## src/rtl/core/preemptive_priority_scheduler_macros.svh

```systemverilog
// Assertion macros used by the scheduler top module.
`ifndef PREEMPTIVE_PRIORITY_SCHEDULER_MACROS_SVH
`define PREEMPTIVE_PRIORITY_SCHEDULER_MACROS_SVH

`ifndef NO_ASSERTIONS

// Checks a property on every clock edge outside of reset.
`define PPS_ASSERT(lbl, prop, msg) \
  lbl: assert property (@(posedge clk_i) disable iff (!rst_ni) (prop)) else $error(msg);

// Checks that a condition on one edge is followed by another on the next edge.
`define PPS_ASSERT_NEXT(lbl, ante, cons, msg) \
  lbl: assert property (@(posedge clk_i) disable iff (!rst_ni) (ante) |=> (cons)) \
    else $error(msg);

`else

`define PPS_ASSERT(lbl, prop, msg)
`define PPS_ASSERT_NEXT(lbl, ante, cons, msg)

`endif

`endif

```

## src/rtl/core/pps_pkg.sv

```systemverilog
package pps_pkg;

  localparam int TASK_SLOTS = 16;
  localparam int SLOT_W     = $clog2(TASK_SLOTS);

  typedef logic [SLOT_W-1:0] slot_idx_t;

  typedef enum logic {
    CMD_ADD  = 1'b0,
    CMD_TICK = 1'b1
  } cmd_e;

  typedef enum logic [1:0] {
    STATUS_OK   = 2'd0,
    STATUS_FULL = 2'd1,
    STATUS_IDLE = 2'd2
  } status_e;

  typedef enum logic [1:0] {
    ST_IDLE,
    ST_SCAN,
    ST_DONE
  } state_e;

  typedef struct packed {
    cmd_e        command;
    logic [7:0]  task_priority;
    logic [15:0] burst_length;
  } in_item_t;

  typedef struct packed {
    status_e     status;
    logic [3:0]  slot;
    logic        task_done;
    logic [31:0] time_now;
  } out_item_t;

  // Best candidate seen so far as the scan wave moves along the cells.
  typedef struct packed {
    logic        found;
    slot_idx_t   idx;
    logic [7:0]  prio;
    logic [31:0] age;
    logic        running;
    logic [15:0] rem;
  } cand_t;

  // Context that holds still during one scan.
  typedef struct packed {
    logic        tick;
    logic        hi_wins;
    logic        run_valid;
    slot_idx_t   run_idx;
    logic [31:0] add_count;
  } scan_ctl_t;

  // Update broadcast to the cells when an item finishes.
  typedef struct packed {
    logic        add_en;
    logic        tick_en;
    slot_idx_t   idx;
    logic [7:0]  prio;
    logic [15:0] burst;
  } commit_t;

endpackage

```

## src/rtl/core/pps_cell.sv

```systemverilog
module pps_cell (
  input  logic               clk_i,
  input  logic               rst_ni,
  input  pps_pkg::slot_idx_t cell_idx_i,
  input  pps_pkg::scan_ctl_t ctl_i,
  input  pps_pkg::commit_t   commit_i,
  input  logic               wave_valid_i,
  input  pps_pkg::cand_t     cand_i,
  output logic               wave_valid_o,
  output pps_pkg::cand_t     cand_o,
  output logic               slot_valid_o
);

  logic           valid_q;
  logic [7:0]     prio_q;
  logic [15:0]    rem_q;
  logic [31:0]    stamp_q;
  logic           wave_valid_q;
  pps_pkg::cand_t cand_q;
  pps_pkg::cand_t cand_d;

  logic [31:0] own_age;
  logic        own_run;
  logic        prio_better;
  logic        take;
  logic        hit;

  assign own_age = ctl_i.add_count - stamp_q;
  assign own_run = ctl_i.run_valid && (ctl_i.run_idx == cell_idx_i);
  assign hit     = (commit_i.idx == cell_idx_i);

  always_comb begin
    prio_better = ctl_i.hi_wins ? (prio_q > cand_i.prio) : (prio_q < cand_i.prio);
    // On a tick the running task beats equal priorities, else the oldest wins; an add takes the first free slot.
    if (ctl_i.tick) begin
      take = valid_q && (!cand_i.found || prio_better ||
             ((prio_q == cand_i.prio) &&
              (own_run || (!cand_i.running && (own_age > cand_i.age)))));
    end else begin
      take = !valid_q && !cand_i.found;
    end
    cand_d = cand_i;
    if (take) begin
      cand_d.found   = 1'b1;
      cand_d.idx     = cell_idx_i;
      cand_d.prio    = prio_q;
      cand_d.age     = own_age;
      cand_d.running = own_run;
      cand_d.rem     = rem_q;
    end
  end

  always_ff @(posedge clk_i or negedge rst_ni) begin
    if (!rst_ni) begin
      valid_q      <= 1'b0;
      wave_valid_q <= 1'b0;
    end else begin
      wave_valid_q <= wave_valid_i;
      if (commit_i.add_en && hit) begin
        valid_q <= 1'b1;
      end else if (commit_i.tick_en && hit && (rem_q <= 16'd1)) begin
        valid_q <= 1'b0;
      end
    end
  end

  always_ff @(posedge clk_i) begin
    if (wave_valid_i) begin
      cand_q <= cand_d;
    end
    if (commit_i.add_en && hit) begin
      prio_q  <= commit_i.prio;
      rem_q   <= commit_i.burst;
      stamp_q <= ctl_i.add_count;
    end else if (commit_i.tick_en && hit && (rem_q > 16'd1)) begin
      rem_q <= rem_q - 16'd1;
    end
  end

  assign wave_valid_o = wave_valid_q;
  assign cand_o       = cand_q;
  assign slot_valid_o = valid_q;

endmodule

```

## src/rtl/core/preemptive_priority_scheduler.sv

```systemverilog
// Preemptive priority scheduler over a row of task slot cells.
// Input channel in_valid_i / in_stall_o carries one item: an add (priority and
// burst length) or a tick. Every item yields exactly one result on out_valid_o /
// out_stall_i: the slot given or run, a status, a done flag and the time count.
// cfg_we_i / cfg_wdata_i write the mode bit (1: largest priority number wins);
// it resets to 1; it is to be written only while the block is idle, which the
// block itself does not enforce. Each item sends a scan wave through the cells,
// one cell per cycle; the result is registered after the wave leaves the last
// cell, and the next item is taken only once that result has been loaded into
// the output register. The length of the cell chain sets the pace.
// A finished result sits in the output register; the block takes the next item
// while it waits, but cannot finish that item until the result has been taken.
// Reset empties every slot, clears the time count and the add order count, sets
// no task running and leaves the output empty.
module preemptive_priority_scheduler (
  input  logic               clk_i,
  input  logic               rst_ni,
  input  logic               cfg_we_i,
  input  logic               cfg_wdata_i,
  input  logic               in_valid_i,
  output logic               in_stall_o,
  input  pps_pkg::in_item_t  in_data_i,
  output logic               out_valid_o,
  input  logic               out_stall_i,
  output pps_pkg::out_item_t out_data_o
);

  `include "preemptive_priority_scheduler_macros.svh"

  pps_pkg::state_e    state_q, state_d;
  logic               hi_wins_q;
  pps_pkg::in_item_t  item_q;
  logic [31:0]        time_q;
  logic [31:0]        add_count_q;
  logic               run_valid_q;
  pps_pkg::slot_idx_t run_idx_q;
  logic               out_valid_q;
  pps_pkg::out_item_t out_q;

  logic               accept;
  logic               commit_go;
  logic               busy;
  logic               scanning;
  logic               in_done;
  pps_pkg::scan_ctl_t ctl;
  pps_pkg::commit_t   commit;
  pps_pkg::cand_t     best;
  pps_pkg::out_item_t result;
  logic               best_done;

  logic [pps_pkg::TASK_SLOTS:0] wave_valid;
  pps_pkg::cand_t               cand [pps_pkg::TASK_SLOTS+1];
  logic [pps_pkg::TASK_SLOTS-1:0] slot_valid;

  assign accept = in_valid_i && !in_stall_o;

  assign wave_valid[0] = accept;
  assign cand[0]       = '0;

  // The first cell sees the wave in the transfer cycle, before item_q holds the item.
  assign ctl.tick      = accept ? (in_data_i.command == pps_pkg::CMD_TICK)
                                : (item_q.command == pps_pkg::CMD_TICK);
  assign ctl.hi_wins   = hi_wins_q;
  assign ctl.run_valid = run_valid_q;
  assign ctl.run_idx   = run_idx_q;
  assign ctl.add_count = add_count_q;

  for (genvar g = 0; g < pps_pkg::TASK_SLOTS; g++) begin : g_cell
    pps_cell u_cell (
      .clk_i        (clk_i),
      .rst_ni       (rst_ni),
      .cell_idx_i   (pps_pkg::slot_idx_t'(g)),
      .ctl_i        (ctl),
      .commit_i     (commit),
      .wave_valid_i (wave_valid[g]),
      .cand_i       (cand[g]),
      .wave_valid_o (wave_valid[g+1]),
      .cand_o       (cand[g+1]),
      .slot_valid_o (slot_valid[g])
    );
  end

  // The last cell holds its candidate until the next wave arrives.
  assign best      = cand[pps_pkg::TASK_SLOTS];
  assign best_done = (best.rem <= 16'd1);

  always_comb begin
    state_d = state_q;
    case (state_q)
      pps_pkg::ST_IDLE: begin
        if (accept) state_d = pps_pkg::ST_SCAN;
      end
      pps_pkg::ST_SCAN: begin
        if (wave_valid[pps_pkg::TASK_SLOTS]) state_d = pps_pkg::ST_DONE;
      end
      pps_pkg::ST_DONE: begin
        if (!out_valid_q || !out_stall_i) state_d = pps_pkg::ST_IDLE;
      end
      default: state_d = pps_pkg::ST_IDLE;
    endcase
  end

  always_comb begin
    busy      = 1'b1;
    commit_go = 1'b0;
    case (state_q)
      pps_pkg::ST_IDLE: busy = 1'b0;
      pps_pkg::ST_SCAN: busy = 1'b1;
      pps_pkg::ST_DONE: commit_go = !out_valid_q || !out_stall_i;
      default: busy = 1'b1;
    endcase
  end

  assign in_stall_o = busy;
  assign scanning   = (state_q == pps_pkg::ST_SCAN);
  assign in_done    = (state_q == pps_pkg::ST_DONE);

  always_comb begin
    result.task_done = 1'b0;
    result.slot      = 4'd0;
    if (item_q.command == pps_pkg::CMD_ADD) begin
      result.time_now = time_q;
      if (best.found) begin
        result.status = pps_pkg::STATUS_OK;
        result.slot   = 4'(best.idx);
      end else begin
        result.status = pps_pkg::STATUS_FULL;
      end
    end else begin
      result.time_now = time_q + 32'd1;
      if (best.found) begin
        result.status    = pps_pkg::STATUS_OK;
        result.slot      = 4'(best.idx);
        result.task_done = best_done;
      end else begin
        result.status = pps_pkg::STATUS_IDLE;
      end
    end
  end

  assign commit.add_en  = commit_go && (item_q.command == pps_pkg::CMD_ADD) && best.found;
  assign commit.tick_en = commit_go && (item_q.command == pps_pkg::CMD_TICK) && best.found;
  assign commit.idx     = best.idx;
  assign commit.prio    = item_q.task_priority;
  assign commit.burst   = item_q.burst_length;

  always_ff @(posedge clk_i or negedge rst_ni) begin
    if (!rst_ni) begin
      state_q     <= pps_pkg::ST_IDLE;
      hi_wins_q   <= 1'b1;
      time_q      <= 32'd0;
      add_count_q <= 32'd0;
      run_valid_q <= 1'b0;
      run_idx_q   <= '0;
      out_valid_q <= 1'b0;
    end else begin
      state_q <= state_d;
      if (cfg_we_i) hi_wins_q <= cfg_wdata_i;
      if (commit_go) begin
        out_valid_q <= 1'b1;
        if (item_q.command == pps_pkg::CMD_ADD) begin
          if (best.found) add_count_q <= add_count_q + 32'd1;
        end else begin
          time_q <= time_q + 32'd1;
          if (best.found && !best_done) begin
            run_valid_q <= 1'b1;
            run_idx_q   <= best.idx;
          end else begin
            run_valid_q <= 1'b0;
          end
        end
      end else if (out_valid_q && !out_stall_i) begin
        out_valid_q <= 1'b0;
      end
    end
  end

  always_ff @(posedge clk_i) begin
    if (accept) item_q <= in_data_i;
    if (commit_go) out_q <= result;
  end

  assign out_valid_o = out_valid_q;
  assign out_data_o  = out_q;

  `PPS_ASSERT(a_one_wave, $onehot0(wave_valid), "more than one scan wave in the chain")
  `PPS_ASSERT(a_wave_end_scan, wave_valid[pps_pkg::TASK_SLOTS] |-> scanning, "wave end not in scan")
  `PPS_ASSERT_NEXT(a_accept_scan, accept, scanning, "accepted transfer did not start a scan")
  `PPS_ASSERT(a_run_valid, run_valid_q |-> slot_valid[run_idx_q], "running task in an empty slot")
  `PPS_ASSERT(a_out_from_done, $rose(out_valid_q) |-> $past(in_done), "result loaded outside done")

endmodule

```

## config.mk

```make
export PLATFORM = sky130hd
export DESIGN_NAME = preemptive_priority_scheduler
export DESIGN_NICKNAME = d
export VERILOG_FILES = /design/src/rtl/core/pps_pkg.sv /design/src/rtl/core/pps_cell.sv /design/src/rtl/core/preemptive_priority_scheduler.sv
export VERILOG_INCLUDE_DIRS = /design/src /design/src/rtl/core
export SDC_FILE = /design/constraint.sdc
export NUM_CORES = 2
export LEC_CHECK = 0
export BUFFER_PORTS_ARGS = -buffer_cell sky130_fd_sc_hd__buf_2
export CAP_MARGIN = 20
export CORE_ASPECT_RATIO = 0.8
export CORE_MARGIN = 2
export CORE_UTILIZATION = 60
export DETAILED_ROUTE_END_ITERATION = 10
export PLACE_DENSITY = 0.73
export REMOVE_ABC_BUFFERS = 1
export SLEW_MARGIN = 25
export SYNTH_ARGS = -nofsm -noshare
export SYNTH_HDL_FRONTEND = slang
export SYNTH_SLANG_ARGS = --single-unit
```

## constraint.sdc

```tcl
create_clock -name clk_i -period 7.8 [get_ports clk_i]
set_clock_uncertainty 0.1 [all_clocks]
set_input_delay 0.78 -clock clk_i [delete_from_list [all_inputs] [get_ports clk_i]]
set_output_delay 0.78 -clock clk_i [all_outputs]
set_load 0.005 [all_outputs]
```

======== Word-level counts from Yosys, hierarchy flattened ========
Index checks and enable logic that the tools add are counted.
storage, ports and cells
  bits of input ports ..................... 31
  word-level logic and storage cells ...... 760
  register bits ........................... 2016
  output and inout bits ................... 41
operators by class
  bitwise logic cells ..................... 1
  eq/ne operators ......................... 50
  magnitude comparators ................... 78
  multiplexer cells ....................... 127
  $add $sub $neg .......................... 34
  reductions and logical operators ........ 283
operators by type and width
  operator                                                                 number
  57-bit 2-to-1 mux                                                        14
  16-bit 2-to-1 mux                                                        33
  32-bit subtractor                                                        16
  32-bit > comparator                                                      15
  16-bit by 1-bit <= comparator with 1-bit output (second input constant)  17
  16-bit by 1-bit > comparator with 1-bit output (second input constant)   16
  16-bit by 1-bit subtractor with 16-bit output (second input constant)    16
  1-bit logical AND                                                        147
  8-bit == test                                                            15
  8-bit > comparator                                                       15
  8-bit less-than comparator                                               15
  1-bit 2-to-1 mux                                                         70
  2-bit nonzero test                                                       33
  32-bit by 1-bit adder with 32-bit output (second input constant)         2
  4-bit == test (second input constant)                                    16
  62-bit 2-to-1 mux                                                        1
  1-bit logical NOT                                                        49
  1-bit logical OR                                                         46
  4-bit by 3-bit == test with 1-bit output (second input constant)         8
  32-bit 2-to-1 mux                                                        1
  4-bit by 2-bit == test with 1-bit output (second input constant)         4
  3-bit AND reduction                                                      3
  4-bit by 1-bit == test with 1-bit output (second input constant)         2
  4-bit logical NOT                                                        2
  12 further kinds                                                         17

======== Logic depth before layout (Yosys ltp) ========
  depth after elaboration ................. 9
  mapped depth ............................ 27
  depth with buffers taken out ............ 25

======== By module ========
A second synthesis with hierarchy kept.
second synthesis, totals
  cell total of the unflattened synthesis .. 11788
  area total of the unflattened synthesis .. 131029.4 um2
by module, submodules not included
  module                            seq. area each (um2)  cells an instance  instances  area an instance (um2)
  pps_cell (g_cell[10].u_cell ...)  3593.4                704                9          7918.8
  pps_cell (g_cell[12].u_cell ...)  3593.4                714                2          7666.1
  pps_cell (g_cell[9].u_cell)       3593.4                714                1          7783.7
  pps_cell (g_cell[6].u_cell)       3593.4                737                1          7746.2
  pps_cell (g_cell[0].u_cell)       3593.4                688                1          7743.7
  pps_cell (g_cell[7].u_cell)       3593.4                734                1          7706.1
  pps_cell (g_cell[8].u_cell)       3593.4                713                1          7593.5
  preemptive_priority_scheduler     3749.8                438                1          5854.4

======== Worst setup path before layout ========
No wires, ideal clock.
  path kind ............................... flip-flop to flip-flop
  start point ............................. register add_count_q[1]
  end point ............................... register g_cell[14].u_cell.cand_q (netlist bit g_cell[14].u_cell.cand_o[53]), data pin
  library setup time ...................... 0.260 ns
  setup slack ............................. 1.142 ns
  data required time ...................... 7.440 ns
  path buffers ............................ 2
  clock period less this slack ............ 6.658 ns
  stages on the path, launching flop included .. 23
  data arrival time ....................... 6.298 ns
  cells stage by stage .................... dfrtp_1 -> ha_1 -> nor2b_1 -> o21a_1 -> o21ai_0 -> a2111oi_2 -> o21ai_0 -> a21boi_0 -> o31a_1 -> o21ai_0 -> or3b_2 -> ha_1 -> and4_1 -> or3b_2 -> nor2_1 -> a21oi_1 -> inv_1 -> o22ai_1 -> o21ai_0 -> o2bb2ai_1 -> clkbuf_1 -> buf_2 -> mux2_2
RTL lines
  element                 line                                  RTL
  from (decl)             preemptive_priority_scheduler.sv:34   logic [31:0] add_count_q;
  from (signal assigned)  preemptive_priority_scheduler.sv:162  if (best.found) add_count_q <= add_count_q + 32'd1;
  to (signal assigned)    pps_cell.sv:69                        cand_q <= cand_d;
  to (decl)               pps_cell.sv:19                        pps_pkg::cand_t cand_q;

==> reports/metrics.cfg <==
[outcome]
status=finished clean

[worst_setup_path]
slowest_delay_ns=0.65
worstPathArrival_ns=7.79
cp-end-kind=flip-flop
path_max_fanout=40
crit_path_start_kind=flip-flop
required_ns=8.27
crit_type=flip-flop to flip-flop
worstRegToRegCells=25
slowest_stage=a41oi_1

[synth]
yosysWarnings=0
synth_top_cell_area_share_pct=47.3
ys_seq_area_share_pct=49.5
ys_ff_latch=1985
postSynthAreaPerCell_um2=11.2
synth_top_cell_by_area=edfxtp_1
synth_edf_count=1880
netlist_area_mm2=0.119
yosysUniqueCellTypes=87
netlist_top_cells_area=edfxtp_1, ha_1, mux2_2, inv_1, xnor2_1
ys.flop_type=edfxtp_1
synthCells=10640
synthArstFlopShare_pct=5.29

[floorplan]
io_pins=72
die-area_mm2=0.203
core.rowCount=146
start_util_pct=60.3
coreArea_mm2=0.198
die_h_um=403
dieWidth_um=503

[min_path]
hold_class=input port to flip-flop
hold_depth=3

[clock_tree]
cts.sinks=1985
cts_setup_buffers=0
cts_root_buf=clkbuf_16
cts.clk_slew.worst_paths_ns=0.06
numCtsBuffers=202
clock_path_buffers=3
htreeDepth=4
cts_tree=yes
clock_latency_ns=0.87

[layout]
nNetsFinal=12106
register_area_mm2=0.0591
design_area_mm2=0.131
drive_gt1_share_pct=13.3
multiInputGateArea_mm2=0.0546
area_growth_pct=9.93
fillerInstances=14676
final_cells=13774

[detailed_routing]
route.detailed.drc=0
drt-initial-drc-count=9070
post_drt_wl_per_cell_um=23.4
vias=83753
firstDrtPassIters=6
vias_per_cell=6.08
ant_nets=0
drt_wl_total_um=322000

[timing]
rsz0062_at_grt=no
finalSetupViolations=0
min_period_over_period_pct=93.9
fin_tns_setup_ns=0
tightest_slew_ns=1.21
hold_viol=0
maxSlewViolCount=0
fmaxAchievable_mhz=137
slew_headroom_pct=18.5
period_needed_ns=7.32

[pwr]
seqPwrFrac_pct=49.1
pwr-share-clk_pct=39.1
cellPowerDensity_mw_per_mm2=192
ir_drop_uv=244
pwr-share-comb_pct=11.8
power.switching_mw=6.35
p_leak_nw=56.2
switching_share_pct=25.2
p_int_mw=18.8

[placed_design]
placed_cell_area_mm2=0.124
gp_congestion=0.960
placedCellCount=13361
dp_hpwl_um=238000
io_buffer_count=71

[global_routing]
grt_start_max_net_pins=74
antenna_found_initial=8
use_met1_pct=47.2
grt_busiest_layer=met1
grt_pass1_vias=81433
overflow=0
grt_use_met2_pct=46.6
grt_pass1_wl_um=487000
met3_usage_pct=5.63
grtUsageTotal_pct=31.5

[job]
max_cap_viol_count=0

==> power groups by stage <==
stage	combinational [mW]	sequential, mW	clock (mW)
after floorplan	1.95	12.5	0
after global placement	2.76	12.6	0
after detailed placement	2.87	12.6	0
after CTS	2.92	12.3	9.93
after global routing	3.27	12.4	10.3
final	2.96	12.4	9.84
==> Yosys cell counts, types with 64 or more instances <==
cell type,n
a31oi_1,66
nor4_1,86
a21o_1,440
nor2_1,564
nand4_1,189
clkbuf_1,125
nand2_1,544
o21bai_1,80
nand2b_1,109
buf_2,70
edfxtp_1,1880
xor2_1,235
o21ai_0,519
dfrtp_1,104
xnor2_1,524
ha_1,1130
o21a_1,81
mux2_2,710
nor2b_1,114
nand3_1,143
inv_1,1306
and3_1,64
nor3_1,193
a21oi_1,674
==> worst paths after layout <==
kind	startpoint	to	slack, ns
max	add_count_q[0]	g_cell[2].u_cell.cand_o[19]	0.48
max in group asynchronous	rst_ni	g_cell[4].u_cell.wave_valid_o	6.11
min reg2reg	g_cell[13].u_cell.cand_o[59]	g_cell[14].u_cell.cand_o[59]	0.33
min	out_stall_i	out_valid_o	0.05
max reg2reg	add_count_q[0]	g_cell[2].u_cell.cand_o[19]	0.48
min in group asynchronous	rst_ni	g_cell[11].u_cell.wave_valid_o	0.33
==> cell families after synthesis <==
kind of cell,count (synthesis),synth area share [%]
and+or+nand+nor,2262,9.33
AOI/OAI and AO/OA,2224,11.7
DFF,1985,49.5
buffers and inverters,1536,4.92
adders and majority gates,1146,12.1
xor gates and xnor gates,759,5.57
muxes,728,6.85
==> cells in the final DEF (no fill, tap or decap), types with 440 or more instances in the layout <==
master and instances:
a21oi_1 672, mux2_2 710, inv_1 1294, o21ai_0 508
ha_1 1130, nor2_1 561, nand2_1 540, a21o_1 440
edfxtp_1 1880, xnor2_1 524
==> per-layer routing <==
metal	vias up	share of wire, %
met5	-	0
li1	39158	-
met1	40630	45
met3	507	9.4
met4	0	3.1
met2	3458	43
==> sequential cells by signal, summed over array words and instances (netlist names), 2 cells and up <==
register / cells
out_data_o: 39
add_count_q: 32
g_cell.u_cell.rem_q: 256
g_cell.u_cell.cand_o: 920
commit: 24
g_cell.u_cell.prio_q: 128
g_cell.u_cell.stamp_q: 512
state_q: 2
g_cell.u_cell.wave_valid_o: 16
run_idx_q: 4
time_q: 32
g_cell.u_cell.slot_valid_o: 16
==> repair_timing <==
action / 4_1_cts / 5_1_grt
endpoints found under the hold margin: 51 / 0
resized for setup: 0 / 2
setup endpoints to repair: 0 / 2
hold buffers: 26 / 0
==> worst max-delay path, delay by kind of cell, from the launching register on <==
kind	cells	cell delay, ns
and+or+nand+nor	3	0.93
buffers and inverters	5	1.17
muxes	1	0.42
xor gates and xnor gates	1	0.17
adders and majority gates	3	0.89
AOI/OAI and AO/OA	12	2.96
DFF	1	0.38
==> cell type report <==
cell class | count | area share, %
inverters | 1307 | 3.74
clock buffers | 262 | 4.17
repair buffers | 314 | 1.89
clock inverters | 118 | 0.952
diodes | 5 | 0.00954
multi-input cells | 7119 | 41.6
flip-flops and latches | 1985 | 45.1
well taps | 2664 | 2.54
==> through the flow <==
stage / util, % / hold slack (ns) / worst slack [ns] / total power [mW]
after floorplan: - / 0.338 / -1.54 / 14.5
after global placement: 62.7 / 0.353 / 0.447 / 15.3
after detailed placement: 62.8 / 0.374 / 0.409 / 15.4
after CTS: 66.3 / 0.00990 / 0.399 / 25.2
after global routing: 66.3 / 0.0354 / 0.123 / 26.0
final: 66.3 / 0.0497 / 0.479 / 25.1
Note: power is estimated with default switching activity, not from simulation.
